File: src/hw/rtl/att_pkg.sv
package att_pkg;

   localparam int COLUMNS_DEF    = 80;
   localparam int ROWS_DEF       = 25;
   localparam int MAX_PARAMS_DEF = 4;

   localparam logic [13:0] NUM_LIMIT   = 14'd9999;
   localparam logic [7:0]  ATTR_RESET  = 8'h07;
   localparam int          FIELD_W     = 11;
   localparam int          WORD_W      = 16;

   localparam logic [7:0] CH_BS    = 8'h08;
   localparam logic [7:0] CH_TAB   = 8'h09;
   localparam logic [7:0] CH_LF    = 8'h0A;
   localparam logic [7:0] CH_CR    = 8'h0D;
   localparam logic [7:0] CH_ESC   = 8'h1B;
   localparam logic [7:0] CH_SPACE = 8'h20;
   localparam logic [7:0] CH_ZERO  = 8'h30;
   localparam logic [7:0] CH_NINE  = 8'h39;
   localparam logic [7:0] CH_SEMI  = 8'h3B;
   localparam logic [7:0] CH_LBRK  = 8'h5B;
   localparam logic [7:0] CH_UP    = 8'h41;
   localparam logic [7:0] CH_DOWN  = 8'h42;
   localparam logic [7:0] CH_RIGHT = 8'h43;
   localparam logic [7:0] CH_LEFT  = 8'h44;
   localparam logic [7:0] CH_NEXT  = 8'h45;
   localparam logic [7:0] CH_PREV  = 8'h46;
   localparam logic [7:0] CH_COL   = 8'h47;
   localparam logic [7:0] CH_POS   = 8'h48;
   localparam logic [7:0] CH_ED    = 8'h4A;
   localparam logic [7:0] CH_EL    = 8'h4B;
   localparam logic [7:0] CH_ROW   = 8'h64;
   localparam logic [7:0] CH_POS2  = 8'h66;
   localparam logic [7:0] CH_SGR   = 8'h6D;
   localparam logic [7:0] CH_SAVE  = 8'h73;
   localparam logic [7:0] CH_REST  = 8'h75;

   localparam logic [1:0] PH_TEXT = 2'd0;
   localparam logic [1:0] PH_ESC  = 2'd1;
   localparam logic [1:0] PH_CSI  = 2'd2;

   localparam logic [1:0] CMD_NONE   = 2'd0;
   localparam logic [1:0] CMD_WRITE  = 2'd1;
   localparam logic [1:0] CMD_FILL   = 2'd2;
   localparam logic [1:0] CMD_SCROLL = 2'd3;

   localparam logic [2:0] CSR_ATTR = 3'd0;

   typedef enum logic [4:0] {
      S_IDLE   = 5'b00001,
      S_DECODE = 5'b00010,
      S_SGR    = 5'b00100,
      S_OUT0   = 5'b01000,
      S_OUT1   = 5'b10000
   } state_type;

   typedef struct packed {
      logic load;
      logic decode;
      logic sgr_step;
      logic sel1;
   } ctl_cmd_type;

   typedef struct packed {
      logic is_sgr;
      logic sgr_last;
      logic two;
   } dp_status_type;

endpackage

File: src/hw/rtl/ansi_text_terminal_core.sv
// each accepted byte is decoded, then takes one sgr step per parameter slot in use
//   (up to MAX_PARAMS) for an sgr sequence, then gives one or two output words
// no new byte is taken until the last word of the previous one is accepted, as the
//   decode controller handles one byte at a time
// reset: synchronous, active high; text mode, cursor home, attribute 7
module ansi_text_terminal_core #(
   parameter int COLUMNS    = att_pkg::COLUMNS_DEF,
   parameter int ROWS       = att_pkg::ROWS_DEF,
   parameter int MAX_PARAMS = att_pkg::MAX_PARAMS_DEF
) (
   input  logic        clock,
   input  logic        reset,
   input  logic        req_tvalid,
   output logic        req_tready,
   input  logic [7:0]  req_tdata,   // in_byte
   output logic        rsp_tvalid,
   input  logic        rsp_tready,
   output logic [55:0] rsp_tdata,   // command, cell_address, cell_count, cell_word, cursor_out
   output logic        rsp_tlast,   // last
   input  logic        csr_psel,
   input  logic        csr_penable,
   input  logic        csr_pwrite,
   input  logic [2:0]  csr_paddr,
   input  logic [31:0] csr_pwdata,
   output logic [31:0] csr_prdata,
   output logic        csr_pready
);

   logic [7:0]              dflt_attr_ff;
   att_pkg::ctl_cmd_type    cmd;
   att_pkg::dp_status_type  status;
   logic [1:0]              o_command;
   logic [10:0]             o_address, o_count, o_cursor;
   logic [15:0]             o_word;

   assign csr_pready = 1'b1;
   assign csr_prdata = (csr_paddr[2] == att_pkg::CSR_ATTR[0]) ? {24'd0, dflt_attr_ff} : 32'd0;

   always_ff @(posedge clock) begin
      if (reset) begin
         dflt_attr_ff <= att_pkg::ATTR_RESET;
      end else if (csr_psel && csr_penable && csr_pwrite &&
                   csr_paddr[2] == att_pkg::CSR_ATTR[0]) begin
         dflt_attr_ff <= csr_pwdata[7:0];
      end
   end

   att_ctrl u_ctrl (
      .clock      (clock),
      .reset      (reset),
      .req_tvalid (req_tvalid),
      .req_tready (req_tready),
      .rsp_tvalid (rsp_tvalid),
      .rsp_tready (rsp_tready),
      .rsp_last   (rsp_tlast),
      .cmd        (cmd),
      .status     (status)
   );

   att_datapath #(
      .COLUMNS    (COLUMNS),
      .ROWS       (ROWS),
      .MAX_PARAMS (MAX_PARAMS)
   ) u_dp (
      .clock        (clock),
      .reset        (reset),
      .in_byte      (req_tdata),
      .default_attr (dflt_attr_ff),
      .cmd          (cmd),
      .status       (status),
      .o_command    (o_command),
      .o_address    (o_address),
      .o_count      (o_count),
      .o_word       (o_word),
      .o_cursor     (o_cursor)
   );

   assign rsp_tdata = {5'd0, o_cursor, o_word, o_count, o_address, o_command};

   a_no_overlap: assert property (@(posedge clock) disable iff (reset)
      !(rsp_tvalid && req_tready))
      else $error("input taken while a word is pending");

   a_decode_gap: assert property (@(posedge clock) disable iff (reset)
      (req_tvalid && req_tready) |=> !rsp_tvalid && !req_tready)
      else $error("byte not decoded before output");

   a_last_frees: assert property (@(posedge clock) disable iff (reset)
      (rsp_tvalid && rsp_tready && rsp_tlast) |=> req_tready)
      else $error("final word did not free the input");

   a_cursor_range: assert property (@(posedge clock) disable iff (reset)
      rsp_tvalid |-> (rsp_tdata[50:40] < 11'(COLUMNS * ROWS)))
      else $error("cursor off screen");

endmodule

File: src/hw/rtl/att_ctrl.sv
module att_ctrl (
   input  logic                   clock,
   input  logic                   reset,
   input  logic                   req_tvalid,
   output logic                   req_tready,
   output logic                   rsp_tvalid,
   input  logic                   rsp_tready,
   output logic                   rsp_last,
   output att_pkg::ctl_cmd_type   cmd,
   input  att_pkg::dp_status_type status
);

   att_pkg::state_type state_ff, state_in;

   always_ff @(posedge clock) begin
      if (reset) begin
         state_ff <= att_pkg::S_IDLE;
      end else begin
         state_ff <= state_in;
      end
   end

   always_comb begin
      state_in     = state_ff;
      cmd          = '0;
      req_tready   = 1'b0;
      rsp_tvalid   = 1'b0;
      rsp_last     = 1'b0;
      unique case (state_ff)
         att_pkg::S_IDLE: begin
            req_tready = 1'b1;
            cmd.load   = req_tvalid;
            if (req_tvalid) state_in = att_pkg::S_DECODE;
         end
         att_pkg::S_DECODE: begin
            cmd.decode = 1'b1;
            state_in   = status.is_sgr ? att_pkg::S_SGR : att_pkg::S_OUT0;
         end
         att_pkg::S_SGR: begin
            cmd.sgr_step = 1'b1;
            if (status.sgr_last) state_in = att_pkg::S_OUT0;
         end
         att_pkg::S_OUT0: begin
            rsp_tvalid = 1'b1;
            rsp_last   = !status.two;
            if (rsp_tready) state_in = status.two ? att_pkg::S_OUT1 : att_pkg::S_IDLE;
         end
         att_pkg::S_OUT1: begin
            rsp_tvalid = 1'b1;
            rsp_last   = 1'b1;
            cmd.sel1   = 1'b1;
            if (rsp_tready) state_in = att_pkg::S_IDLE;
         end
         default: state_in = att_pkg::S_IDLE;
      endcase
   end

endmodule

File: src/hw/rtl/att_datapath.sv
module att_datapath #(
   parameter int COLUMNS    = att_pkg::COLUMNS_DEF,
   parameter int ROWS       = att_pkg::ROWS_DEF,
   parameter int MAX_PARAMS = att_pkg::MAX_PARAMS_DEF
) (
   input  logic                          clock,
   input  logic                          reset,
   input  logic [7:0]                    in_byte,
   input  logic [7:0]                    default_attr,
   input  att_pkg::ctl_cmd_type          cmd,
   output att_pkg::dp_status_type        status,
   output logic [1:0]                    o_command,
   output logic [att_pkg::FIELD_W-1:0]   o_address,
   output logic [att_pkg::FIELD_W-1:0]   o_count,
   output logic [att_pkg::WORD_W-1:0]    o_word,
   output logic [att_pkg::FIELD_W-1:0]   o_cursor
);

   localparam int CW    = $clog2(COLUMNS);
   localparam int RW    = $clog2(ROWS);
   localparam int PW    = $clog2(MAX_PARAMS);
   localparam int CELLS = COLUMNS * ROWS;
   localparam int LW    = $clog2(CELLS + 1);
   localparam int FW    = att_pkg::FIELD_W;

   logic [7:0]    byte_ff;
   logic [1:0]    phase_ff, phase_in;
   logic [13:0]   acc_ff, acc_in;
   logic [13:0]   par_ff [MAX_PARAMS];
   logic [PW-1:0] slot_ff, slot_in, idx_ff;
   logic [RW-1:0] row_ff, row_in, srow_ff;
   logic [CW-1:0] col_ff, col_in, scol_ff;
   logic [7:0]    attr_ff;
   logic          save_en, par_store, par_clear;

   logic [1:0]    r0_cmd_ff, r0_cmd_in, r1_cmd_ff, r1_cmd_in;
   logic [FW-1:0] r0_addr_ff, r0_addr_in, r1_addr_ff, r1_addr_in;
   logic [FW-1:0] r0_cnt_ff, r0_cnt_in, r1_cnt_ff, r1_cnt_in;
   logic [15:0]   r0_word_ff, r0_word_in, r1_word_ff, r1_word_in;
   logic          two_ff, two_in;

   logic [LW-1:0] lin, row_base;
   logic [15:0]   blank;

   // text path
   logic [RW:0]   t_row;
   logic [CW:0]   t_col, tab_delta;
   logic          t_write, t_scroll;

   // csi final path
   logic [13:0]        p0, p1;
   logic signed [15:0] sx, sy, sn, tx, ty, cx, cy;
   logic               is_digit, do_text, do_place, sgr_hit;
   logic [17:0]        acc_mul;

   function automatic logic signed [15:0] clamp(input logic signed [15:0] v,
                                                input logic signed [15:0] hi);
      logic signed [15:0] r;
      r = v;
      if (v < 0) r = 16'sd0;
      else if (v > hi) r = hi;
      return r;
   endfunction

   function automatic logic [7:0] sgr(input logic [7:0] a, input logic [7:0] d,
                                      input logic [13:0] code);
      logic [3:0]  fg, bg;
      logic [13:0] off;
      logic [7:0]  r;
      fg = a[3:0];
      bg = a[7:4];
      r  = a;
      if (code == 14'd0) r = d;
      else if (code == 14'd1) r = {bg, fg | 4'h8};
      else if (code == 14'd22) r = {bg, fg & 4'h7};
      else if (code >= 14'd30 && code <= 14'd37) begin
         off = code - 14'd30;
         r   = {bg, fg[3], off[2:0]};
      end else if (code == 14'd39) r = {bg, 4'h7};
      else if (code >= 14'd40 && code <= 14'd47) begin
         off = code - 14'd40;
         r   = {1'b0, off[2:0], fg};
      end else if (code == 14'd49) r = {4'h0, fg};
      else if (code >= 14'd90 && code <= 14'd97) begin
         off = code - 14'd90;
         r   = {bg, 1'b1, off[2:0]};
      end else if (code >= 14'd100 && code <= 14'd107) begin
         off = code - 14'd100;
         r   = {1'b1, off[2:0], fg};
      end
      return r;
   endfunction

   assign row_base = LW'(row_ff) * LW'(COLUMNS);
   assign lin      = row_base + LW'(col_ff);
   assign blank    = {attr_ff, att_pkg::CH_SPACE};

   // ordinary bytes: cursor motion, write and wrap into a scroll
   always_comb begin
      t_row     = {1'b0, row_ff};
      t_col     = {1'b0, col_ff};
      t_write   = 1'b0;
      tab_delta = (CW+1)'(4'd8 - {1'b0, lin[2:0]});
      case (byte_ff)
         att_pkg::CH_LF: begin
            t_row = {1'b0, row_ff} + 1'b1;
            t_col = '0;
         end
         att_pkg::CH_CR: t_col = '0;
         att_pkg::CH_TAB: begin
            t_col = {1'b0, col_ff} + tab_delta;
            if (t_col >= (CW+1)'(COLUMNS)) begin
               t_col = t_col - (CW+1)'(COLUMNS);
               t_row = {1'b0, row_ff} + 1'b1;
            end
         end
         att_pkg::CH_BS: begin
            if (col_ff != '0) t_col = {1'b0, col_ff} - 1'b1;
            else if (row_ff != '0) begin
               t_row = {1'b0, row_ff} - 1'b1;
               t_col = (CW+1)'(COLUMNS - 1);
            end
         end
         default: begin
            if (byte_ff >= att_pkg::CH_SPACE) begin
               t_write = 1'b1;
               t_col   = {1'b0, col_ff} + 1'b1;
               if (t_col == (CW+1)'(COLUMNS)) begin
                  t_col = '0;
                  t_row = {1'b0, row_ff} + 1'b1;
               end
            end
         end
      endcase
      t_scroll = (t_row == (RW+1)'(ROWS));
      if (t_scroll) begin
         t_row = (RW+1)'(ROWS - 1);
         t_col = '0;
      end
   end

   always_comb begin
      p0 = (slot_ff == '0) ? acc_ff : par_ff[0];
      if (slot_ff == '0) p1 = 14'd1;
      else if (slot_ff == PW'(1)) p1 = acc_ff;
      else p1 = par_ff[1];
      sx = 16'(col_ff);
      sy = 16'(row_ff);
      sn = (p0 == 14'd0) ? 16'sd1 : 16'(p0);
   end

   always_comb begin
      phase_in   = phase_ff;
      acc_in     = acc_ff;
      slot_in    = slot_ff;
      row_in     = row_ff;
      col_in     = col_ff;
      save_en    = 1'b0;
      par_store  = 1'b0;
      par_clear  = 1'b0;
      do_text    = 1'b0;
      do_place   = 1'b0;
      sgr_hit    = 1'b0;
      tx         = sx;
      ty         = sy;
      cx         = '0;
      cy         = '0;
      r0_cmd_in  = att_pkg::CMD_NONE;
      r0_addr_in = '0;
      r0_cnt_in  = '0;
      r0_word_in = '0;
      r1_cmd_in  = att_pkg::CMD_SCROLL;
      r1_addr_in = FW'((ROWS - 1) * COLUMNS);
      r1_cnt_in  = FW'(COLUMNS);
      r1_word_in = blank;
      two_in     = 1'b0;
      is_digit   = byte_ff >= att_pkg::CH_ZERO && byte_ff <= att_pkg::CH_NINE;
      acc_mul    = 18'(acc_ff) * 18'd10 + 18'(byte_ff - att_pkg::CH_ZERO);

      case (phase_ff)
         att_pkg::PH_ESC: begin
            if (byte_ff == att_pkg::CH_LBRK) begin
               phase_in  = att_pkg::PH_CSI;
               acc_in    = '0;
               slot_in   = '0;
               par_clear = 1'b1;
            end else begin
               phase_in = att_pkg::PH_TEXT;
               do_text  = 1'b1;
            end
         end
         att_pkg::PH_CSI: begin
            if (is_digit) begin
               acc_in = (acc_mul > 18'(att_pkg::NUM_LIMIT)) ? att_pkg::NUM_LIMIT
                                                            : acc_mul[13:0];
            end else if (byte_ff == att_pkg::CH_SEMI) begin
               if (slot_ff != PW'(MAX_PARAMS - 1)) begin
                  par_store = 1'b1;
                  slot_in   = slot_ff + 1'b1;
                  acc_in    = '0;
               end
            end else begin
               par_store = 1'b1;
               phase_in  = att_pkg::PH_TEXT;
               case (byte_ff)
                  att_pkg::CH_SGR:   sgr_hit = 1'b1;
                  att_pkg::CH_UP:    begin do_place = 1'b1; ty = sy - sn; end
                  att_pkg::CH_DOWN:  begin do_place = 1'b1; ty = sy + sn; end
                  att_pkg::CH_RIGHT: begin do_place = 1'b1; tx = sx + sn; end
                  att_pkg::CH_LEFT:  begin do_place = 1'b1; tx = sx - sn; end
                  att_pkg::CH_NEXT:  begin do_place = 1'b1; tx = '0; ty = sy + sn; end
                  att_pkg::CH_PREV:  begin do_place = 1'b1; tx = '0; ty = sy - sn; end
                  att_pkg::CH_POS, att_pkg::CH_POS2: begin
                     do_place = 1'b1;
                     tx = 16'(p1) - 16'sd1;
                     ty = 16'(p0) - 16'sd1;
                  end
                  att_pkg::CH_COL:   begin do_place = 1'b1; tx = 16'(p0) - 16'sd1; end
                  att_pkg::CH_ROW:   begin do_place = 1'b1; ty = 16'(p0) - 16'sd1; end
                  att_pkg::CH_SAVE:  save_en = 1'b1;
                  att_pkg::CH_REST: begin
                     row_in = srow_ff;
                     col_in = scol_ff;
                  end
                  att_pkg::CH_ED: begin
                     r0_word_in = blank;
                     if (p0 == 14'd0) begin
                        r0_cmd_in  = att_pkg::CMD_FILL;
                        r0_addr_in = FW'(lin);
                        r0_cnt_in  = FW'(LW'(CELLS) - lin);
                     end else if (p0 == 14'd1) begin
                        r0_cmd_in = att_pkg::CMD_FILL;
                        r0_cnt_in = FW'(lin + 1'b1);
                     end else if (p0 == 14'd2) begin
                        r0_cmd_in = att_pkg::CMD_FILL;
                        r0_cnt_in = FW'(CELLS);
                        row_in    = '0;
                        col_in    = '0;
                     end else begin
                        r0_word_in = '0;
                     end
                  end
                  att_pkg::CH_EL: begin
                     r0_word_in = blank;
                     r0_addr_in = FW'(row_base);
                     if (p0 == 14'd0) begin
                        r0_cmd_in  = att_pkg::CMD_FILL;
                        r0_addr_in = FW'(lin);
                        r0_cnt_in  = FW'((CW+1)'(COLUMNS) - {1'b0, col_ff});
                     end else if (p0 == 14'd1) begin
                        r0_cmd_in = att_pkg::CMD_FILL;
                        r0_cnt_in = FW'({1'b0, col_ff} + 1'b1);
                     end else if (p0 == 14'd2) begin
                        r0_cmd_in = att_pkg::CMD_FILL;
                        r0_cnt_in = FW'(COLUMNS);
                     end else begin
                        r0_word_in = '0;
                        r0_addr_in = '0;
                     end
                  end
                  default: do_text = 1'b1;
               endcase
            end
         end
         default: begin
            phase_in = att_pkg::PH_TEXT;
            if (byte_ff == att_pkg::CH_ESC) phase_in = att_pkg::PH_ESC;
            else do_text = 1'b1;
         end
      endcase

      if (do_place) begin
         cx     = clamp(tx, 16'(COLUMNS - 1));
         cy     = clamp(ty, 16'(ROWS - 1));
         row_in = RW'(cy);
         col_in = CW'(cx);
      end

      if (do_text) begin
         row_in = RW'(t_row);
         col_in = CW'(t_col);
         if (t_write) begin
            r0_cmd_in  = att_pkg::CMD_WRITE;
            r0_addr_in = FW'(lin);
            r0_cnt_in  = FW'(1);
            r0_word_in = {attr_ff, byte_ff};
            two_in     = t_scroll;
         end else if (t_scroll) begin
            r0_cmd_in  = att_pkg::CMD_SCROLL;
            r0_addr_in = FW'((ROWS - 1) * COLUMNS);
            r0_cnt_in  = FW'(COLUMNS);
            r0_word_in = blank;
         end
      end
   end

   assign status.is_sgr   = sgr_hit;
   assign status.sgr_last = (idx_ff == slot_ff);
   assign status.two      = two_ff;

   always_ff @(posedge clock) begin
      if (reset) begin
         phase_ff <= att_pkg::PH_TEXT;
         acc_ff   <= '0;
         slot_ff  <= '0;
         idx_ff   <= '0;
         row_ff   <= '0;
         col_ff   <= '0;
         srow_ff  <= '0;
         scol_ff  <= '0;
         attr_ff  <= att_pkg::ATTR_RESET;
         two_ff   <= 1'b0;
         for (int i = 0; i < MAX_PARAMS; i++) par_ff[i] <= '0;
      end else begin
         if (cmd.load) byte_ff <= in_byte;
         if (cmd.decode) begin
            phase_ff   <= phase_in;
            acc_ff     <= acc_in;
            slot_ff    <= slot_in;
            row_ff     <= row_in;
            col_ff     <= col_in;
            idx_ff     <= '0;
            two_ff     <= two_in;
            r0_cmd_ff  <= r0_cmd_in;
            r0_addr_ff <= r0_addr_in;
            r0_cnt_ff  <= r0_cnt_in;
            r0_word_ff <= r0_word_in;
            r1_cmd_ff  <= r1_cmd_in;
            r1_addr_ff <= r1_addr_in;
            r1_cnt_ff  <= r1_cnt_in;
            r1_word_ff <= r1_word_in;
            if (save_en) begin
               srow_ff <= row_ff;
               scol_ff <= col_ff;
            end
            if (par_clear) begin
               for (int i = 0; i < MAX_PARAMS; i++) par_ff[i] <= '0;
            end else if (par_store) begin
               par_ff[slot_ff] <= acc_ff;
            end
         end
         // one sgr code per cycle, slots 0 up to the last one filled
         if (cmd.sgr_step) begin
            attr_ff <= sgr(attr_ff, default_attr, par_ff[idx_ff]);
            idx_ff  <= idx_ff + 1'b1;
         end
      end
   end

   assign o_command = cmd.sel1 ? r1_cmd_ff  : r0_cmd_ff;
   assign o_address = cmd.sel1 ? r1_addr_ff : r0_addr_ff;
   assign o_count   = cmd.sel1 ? r1_cnt_ff  : r0_cnt_ff;
   assign o_word    = cmd.sel1 ? r1_word_ff : r0_word_ff;
   assign o_cursor  = FW'(lin);

endmodule

File: config.mk
export PLATFORM = sky130hd
export DESIGN_NAME = ansi_text_terminal_core
export DESIGN_NICKNAME = d
export VERILOG_FILES = /design/src/hw/rtl/att_pkg.sv /design/src/hw/rtl/ansi_text_terminal_core.sv /design/src/hw/rtl/att_ctrl.sv /design/src/hw/rtl/att_datapath.sv
export SDC_FILE = /design/constraint.sdc
export NUM_CORES = 1
export LEC_CHECK = 0
export ABC_CLOCK_PERIOD_IN_PS = 7380
export CELL_PAD_IN_SITES_DETAIL_PLACEMENT = 2
export CELL_PAD_IN_SITES_GLOBAL_PLACEMENT = 2
export CORE_AREA = 3 3 201 203
export DETAILED_ROUTE_END_ITERATION = 8
export DIE_AREA = 0 0 204 206
export DONT_BUFFER_PORTS = 1
export MAX_ROUTING_LAYER = met4
export PLACE_DENSITY_LB_ADDON = 0.25
export SLEW_MARGIN = 20
export SYNTH_ARGS = -nofsm -noshare
export SYNTH_HDL_FRONTEND = slang
export SYNTH_SLANG_ARGS = --single-unit
File: constraint.sdc
create_clock -name clock -period 7.38 [get_ports clock]
set_clock_uncertainty 0.15 [all_clocks]
set_input_delay 1.476 -clock clock [delete_from_list [all_inputs] [get_ports clock]]
set_output_delay 1.476 -clock clock [all_outputs]
set_load 0.005 [all_outputs]
# Yosys cells after proc, flatten, opt, wreduce, memory -nomap -nowiden
# Memory sizes are Yosys's and may differ from the RTL's. A register that Yosys moved wholly into a read port is not among the register bits.
# Cells that the tools add are included.
dict set report word_totals {
  latch_bits 0
  reg_bits 122
  ram_bits 56
  output_inout_bits 92
  romBits 0
  elab_cells 371
  input_bits 50
  n_memories 1
}
dict set report op_classes {
  magnitude_cmp 17
  bitwise_logic 6
  n_shift 0
  eq_ne 68
  mul 2
  reduce_logical 45
  n_mux 186
  addsub 26
  div_mod_pow 0
}
# memory depth word_bits read_ports rd_clocked_by_memory_dff wr line_no
set memory_table {}
lappend memory_table {u_dp.par_ff 4 14 3 1 4 att_datapath.sv:29} ;# logic [13:0] par_ff [MAX_PARAMS];
# op n
set ops {}
lappend ops {{2-to-1 mux 16 bit} 17}
lappend ops {{2-to-1 mux 11 bit} 23}
lappend ops {{2-to-1 mux 14 bit} 14}
lappend ops {{equality test 8 x 7 -> 1 bit, second input constant} 17}
lappend ops {{2-to-1 mux 7 bit} 17}
lappend ops {{2-to-1 mux 5 bit} 16}
lappend ops {{2-to-1 mux 8 bit} 10}
lappend ops {{case mux 16 bit (5 select lines)} 1}
lappend ops {{case mux 16 bit (3 select lines)} 1}
lappend ops {{2-to-1 mux 1 bit} 46}
lappend ops {{2-to-1 mux 2 bit} 23}
lappend ops {{case mux 11 bit (2 select lines)} 2}
lappend ops {{equality test 8 x 4 -> 1 bit, second input constant} 4}
lappend ops {{less-than comparator 16 x 1 -> 1 bit, second input constant} 2}
lappend ops {{2-to-1 mux 6 bit} 5}
lappend ops {{subtractor 14 x 1 -> 15 bit, second input constant} 2}
lappend ops {{equality test 14 x 1 -> 1 bit, second input constant} 2}
lappend ops {{equality test 14 x 6 -> 1 bit, second input constant} 2}
lappend ops {{greater-or-equal comparator 14 x 7 -> 1 bit, second input constant} 2}
lappend ops {{less-or-equal comparator 14 x 6 -> 1 bit, second input constant} 2}
lappend ops {{less-or-equal comparator 14 x 7 -> 1 bit, second input constant} 2}
lappend ops {{zero test 14 bit} 2}
lappend ops {{case mux 14 bit (2 select lines)} 1}
lappend ops {{case mux 5 bit (5 select lines)} 1}
lappend ops {{other kinds (84)} 136}

# Logic depth before layout (Yosys ltp)
dict set report depth {
  word_depth 14
  depth_mapped 25
}

# Modules after synthesis
# From an unflattened synthesis, not the netlist that was laid out.
dict set report unflattened {
  cells_unflattened 1852
  hier_area_um2 15911.5
}
# mod cells_each n_inst area_per_inst_um2
set by_module_without_submodules {}
lappend by_module_without_submodules {att_datapath 1734 1 14923.1}
lappend by_module_without_submodules {ansi_text_terminal_core 75 1 653.1}
lappend by_module_without_submodules {att_ctrl 43 1 335.3}

# Worst setup path before layout
# OpenSTA, ideal clock, no wires.
dict set report synth_path {
  path_kind {register to register}
  startpoint {register u_dp.slot_ff[0]}
  endpoint {register u_dp.col_ff[0]}
  stages_incl_launch_ff 25
  path_slack_ns 1.746
  setup_time_ns 0.116
  period_less_slack_ns 5.634
  t_arrival_ns 5.368
  cell_sequence {dfxtp_1 inv_1 ha_1 buf_2 buf_2 buf_1 buf_2 clkbuf_1 mux2i_1 ha_1 nand2_1 clkbuf_1 nand2_1 inv_1 fa_1 nor2b_1 o21ai_0 a21boi_0 o311a_1 o32a_1 nor2b_1 a211oi_1 o31ai_1 o2111ai_1 o211a_1}
}
dict set report synth_between {
  elab_chain_cells 14
}
# item line_no
set synth_lines {}
lappend synth_lines {{from (decl)} att_datapath.sv:30} ;# logic [PW-1:0] slot_ff, slot_in, idx_ff;
lappend synth_lines {{from (signal assigned)} att_datapath.sv:319} ;# slot_ff <= slot_in;
lappend synth_lines {{zero test 2 bit} {att_datapath.sv:143, att_datapath.sv:144}}
lappend synth_lines {{2-to-1 mux 14 bit} att_datapath.sv:143} ;# p0 = (slot_ff == '0) ? acc_ff : par_ff[0];
lappend synth_lines {{zero test 14 bit} {att_datapath.sv:149, att_datapath.sv:227}}
lappend synth_lines {{2-to-1 mux 14 bit} att_datapath.sv:149} ;# sn = (p0 == 14'd0) ? 16'sd1 : 16'(p0);
lappend synth_lines {{subtractor 8 x 16 -> 16 bit / adder 8 x 16 -> 16 bit (equally long branches)} {att_datapath.sv:210, att_datapath.sv:209}}
lappend synth_lines {{case mux 16 bit (5 select lines)} att_datapath.sv:205} ;# case (byte_ff)
lappend synth_lines {{2-to-1 mux 16 bit} att_datapath.sv:196} ;# end else if (byte_ff == att_pkg::CH_SEMI) begin
lappend synth_lines {{2-to-1 mux 16 bit} att_datapath.sv:193} ;# if (is_digit) begin
lappend synth_lines {{2-to-1 mux 16 bit} att_datapath.sv:180} ;# case (phase_ff)
lappend synth_lines {{greater-than comparator 16 x 8 -> 1 bit} att_datapath.sv:61} ;# else if (v > hi) r = hi;
lappend synth_lines {{2-to-1 mux 7 bit} att_datapath.sv:61}
lappend synth_lines {{2-to-1 mux 7 bit} att_datapath.sv:60} ;# if (v < 0) r = 16'sd0;
lappend synth_lines {{2-to-1 mux 7 bit} att_datapath.sv:272} ;# if (do_place) begin
lappend synth_lines {{2-to-1 mux 7 bit} att_datapath.sv:279} ;# if (do_text) begin
lappend synth_lines {{to (signal assigned)} att_datapath.sv:321} ;# col_ff <= col_in;
lappend synth_lines {{to (decl)} att_datapath.sv:32} ;# logic [CW-1:0] col_ff, col_in, scol_ff;
# Parallel ways exist; a longest one is shown, timed or not.
# A chain may end at the register's enable or synchronous reset.

# Worst setup path in the final report
dict set report layout_path {
  startpoint {register u_dp.slot_ff[0]}
  endpoint {register u_dp.col_ff[5]}
}
# Same word-level chain as after synthesis.

==> impl_metrics.json <==
{
  "power_frac_comb_pct": 15.0,
  "yosys_register_bits": 180,
  "finalSetupTns_ns": 0,
  "dp_hpwl_um": 44300,
  "reg2reg_from": "u_dp.slot_ff[0]$_SDFFE_PP0P_",
  "drt_first_iter_violations": 839,
  "p_int_mw": 1.67,
  "dp_slack_ns": 1.14,
  "worst_pin_slew_ns": 1.07,
  "min_to": "u_dp.r1_word_ff[15]$_DFFE_PP_",
  "grt_pass1_vias": 15400,
  "period_minus_slack_ns": 6.39,
  "ctsResizeCount": 0,
  "clockBufferDepth": 2,
  "clkPwrFrac_pct": 38.6,
  "syn_avg_cell_area_um2": 8.57,
  "drive_gt1_share_pct": 7.33,
  "power.density_nw_per_um2": 148,
  "synthMostInstantiatedCell": "nor2_1",
  "pin_count": 142,
  "hold_start": "u_dp.attr_ff[7]$_SDFFE_PP0P_",
  "synth_edf_count": 112,
  "grt_max_degree": 61,
  "cts.htree.levels": 4,
  "rr_endpoint": "u_dp.col_ff[5]$_SDFFE_PP0P_",
  "slowest_stage": "mux2i_1",
  "grt_usage_pct": 28.5,
  "vias_per_cell": 6.28,
  "maxCapViolations": 0,
  "critPathKind": "reg2reg",
  "cts-root-buf": "clkbuf_16",
  "async_flop_share_pct": 0,
  "yosys.area.top_type": "edfxtp_1",
  "netlist.area_leader.share_pct": 21.8,
  "design_area_um2": 16400,
  "dieArea_um2": 42000,
  "cts_buffers": 17,
  "critPathTopFamily": "compound AO/OA/AOI/OAI gates",
  "setup_ws_ns": 0.990,
  "cts_setup_buffers": 0,
  "synth_area_um2": 15500,
  "std_cell_rows": 72,
  "coreArea_um2": 38600,
  "cp.required_ns": 7.52,
  "worst-path-buf-inv": 3,
  "syn_inst": 1804,
  "n_fill_cell": 4295,
  "cts.clk_slew.worst_paths_ns": 0.08,
  "start_util_pct": 40.0,
  "cp_max_fo": 19,
  "final_util_pct": 42.5,
  "dp_cells": 2246,
  "holdPathStages": 0,
  "grt_pass1_wl_um": 91300,
  "cp-start-kind": "flip-flop",
  "synthTopCellsByArea": "edfxtp_1 22%, dfxtp_1 8.8%, ha_1 8.0%, a21oi_1 3.9%, nor2_1 3.4%",
  "port_buffers": 0,
  "synth_top_flop_cell": "edfxtp_1",
  "slowest_delay_ns": 0.83,
  "power_mw": 2.43,
  "peakVddDrop_uv": 228,
  "reg2regPathDepth": 20,
  "cts_tree": "yes",
  "final_cells": 2278,
  "period_share_pct": 86.6,
  "place_congestion": 0.915,
  "fmax_mhz": 156,
  "dr.pass1.iters": 5,
  "wl_per_cell_um": 25.7,
  "switchingPower_mw": 0.756,
  "yosysWarningCount": 0,
  "cts_sinks": 180,
  "syn2layout_area_growth_pct": 6.14,
  "slew_headroom_pct": 27.9,
  "final_max_slew_viol_count": 0,
  "cp.depth": 20,
  "final_hold_viol_count": 0,
  "die_w_um": 204,
  "ys_types": 100,
  "crit_top_cell": "nand2_1",
  "arrival_ns": 6.53,
  "reg2reg_slack_ns": 0.99,
  "switching_share_pct": 31.1,
  "run_status": "finished clean",
  "clk_latency_ns": 0.47,
  "n_antenna_cell": 0,
  "p_seq_share_pct": 46.3,
  "endpoint_kind": "flip-flop",
  "leakagePower_nw": 6.57,
  "vias": 14300,
  "die_h_um": 206,
  "hold_buffers": 0,
  "whs_ns": 0.324,
  "gr-total-overflow": 0,
  "rsz0062_at_grt": "no",
  "place_area_um2": 15800,
  "hold_class": "reg2reg",
  "setup_viol": 0,
  "antenna_found_initial": 1,
  "drc": 0,
  "worstPathCellList": "inv_1, ha_2, mux2i_1, nand2_1, nor4b_2, buf_4, nand2_1, nand2_1, inv_1, fa_1, nor2b_1, o221ai_1, a21oi_1, xnor2_1, o31ai_1, a31o_2, a31oi_1, nor2_1, a32oi_1, a31oi_1",
  "ant_nets": 0,
  "wl_um": 58700,
  "synth_common_cells": "141 x nor2_1, 133 x nand2_1, 121 x a21oi_1",
  "nNetsFinal": 1904,
  "ys_seq_area_share_pct": 30.6
}
## worst max path at each step
stage	from	to	slack [ns]
2_1_floorplan	u_dp.slot_ff[0]$_SDFFE_PP0P_	u_dp.col_ff[0]$_SDFFE_PP0P_	1.75
3_3_place_gp	u_dp.slot_ff[0]$_SDFFE_PP0P_	u_dp.col_ff[4]$_SDFFE_PP0P_	1.31
3_5_place_dp	u_dp.slot_ff[1]$_SDFFE_PP0P_	u_dp.col_ff[5]$_SDFFE_PP0P_	1.14
4_1_cts	u_dp.slot_ff[0]$_SDFFE_PP0P_	u_dp.col_ff[5]$_SDFFE_PP0P_	1.04
5_1_grt	u_dp.slot_ff[1]$_SDFFE_PP0P_	u_dp.col_ff[5]$_SDFFE_PP0P_	0.55
6_report	u_dp.slot_ff[0]$_SDFFE_PP0P_	u_dp.col_ff[5]$_SDFFE_PP0P_	0.99
## registers in the layout, summed over array words and instances, names as in the netlist, 5 cells and up, named ones only
register         count
u_dp.acc_ff         14
u_dp.byte_ff         8
u_dp.attr_ff         8
u_dp.r0_cnt_ff      11
u_dp.row_ff          5
u_dp.srow_ff         5
u_ctrl.state_ff      5
u_dp.r0_addr_ff     11
u_dp.scol_ff         7
u_dp.col_ff          7
u_dp.r0_word_ff     16
u_dp.par_ff         56
dflt_attr_ff         8
u_dp.r1_word_ff      8
## routing by layer
metal | track usage, % | part of all wire (%) | routed length [µm]
met5 | - | 0 | 0
met4 | 11.8 | 3.9 | 2270
met3 | 3.65 | 3.4 | 1970
met2 | 48.8 | 50 | 29500
met1 | 34.1 | 42 | 24900
## logic make-up (layout without fill, tap and decap cells)
family                   Yosys count  after routing  synth area share [%]
buffers and inverters            211            139                  6.18
AO/OA/AOI/OAI                    476            476                  21.6
XOR/XNOR                          82             82                  4.65
flip-flops                       180            180                  30.6
adder cells (fa/ha/maj)          107            107                  9.05
multiplexers                      59             59                  4.65
other                              2             30                0.0486
AND/OR/NAND/NOR                  687            687                  23.3
## placed cells by master, fill, tap and decap left out, drive strengths merged, types with 18 or more instances in the layout
cell type / synthesis / routed
o21ai: 83 / 83
ha: 99 / 99
and2: 47 / 47
nor2b: 33 / 33
a31oi: 21 / 21
xnor2: 48 / 48
buf: 58 / 35
edfxtp: 112 / 112
nand3: 49 / 49
dfxtp: 68 / 68
a21oi: 121 / 121
clkbuf: 81 / 18
o31ai: 21 / 21
nand2b: 29 / 29
inv: 70 / 77
a221oi: 21 / 21
and3: 70 / 70
conb: 2 / 30
nand2: 133 / 133
nor2: 141 / 141
mux2i: 38 / 38
xor2: 34 / 34
nor3: 77 / 77
## power groups by stage
stage	Combinational [mW]	Clock (mW)	Sequential [mW]
3_3_place_gp	0.340	0	1.14
6_report	0.365	0.939	1.13
4_1_cts	0.363	0.950	1.12
3_5_place_dp	0.358	0	1.15
5_1_grt	0.401	0.992	1.13
2_1_floorplan	0.272	0	1.13
## area by class of cell
type	count	area (µm²)	area share, %
inverter	72	270	1.65
tap	518	648	3.95
sequential	180	4720	28.8
clock inverter	14	158	0.961
timing repair buffer	35	263	1.60
multi-input combinational	1441	9910	60.4
clock buffer	18	439	2.68
No activity file was read; power rests on OpenSTA's default activity.
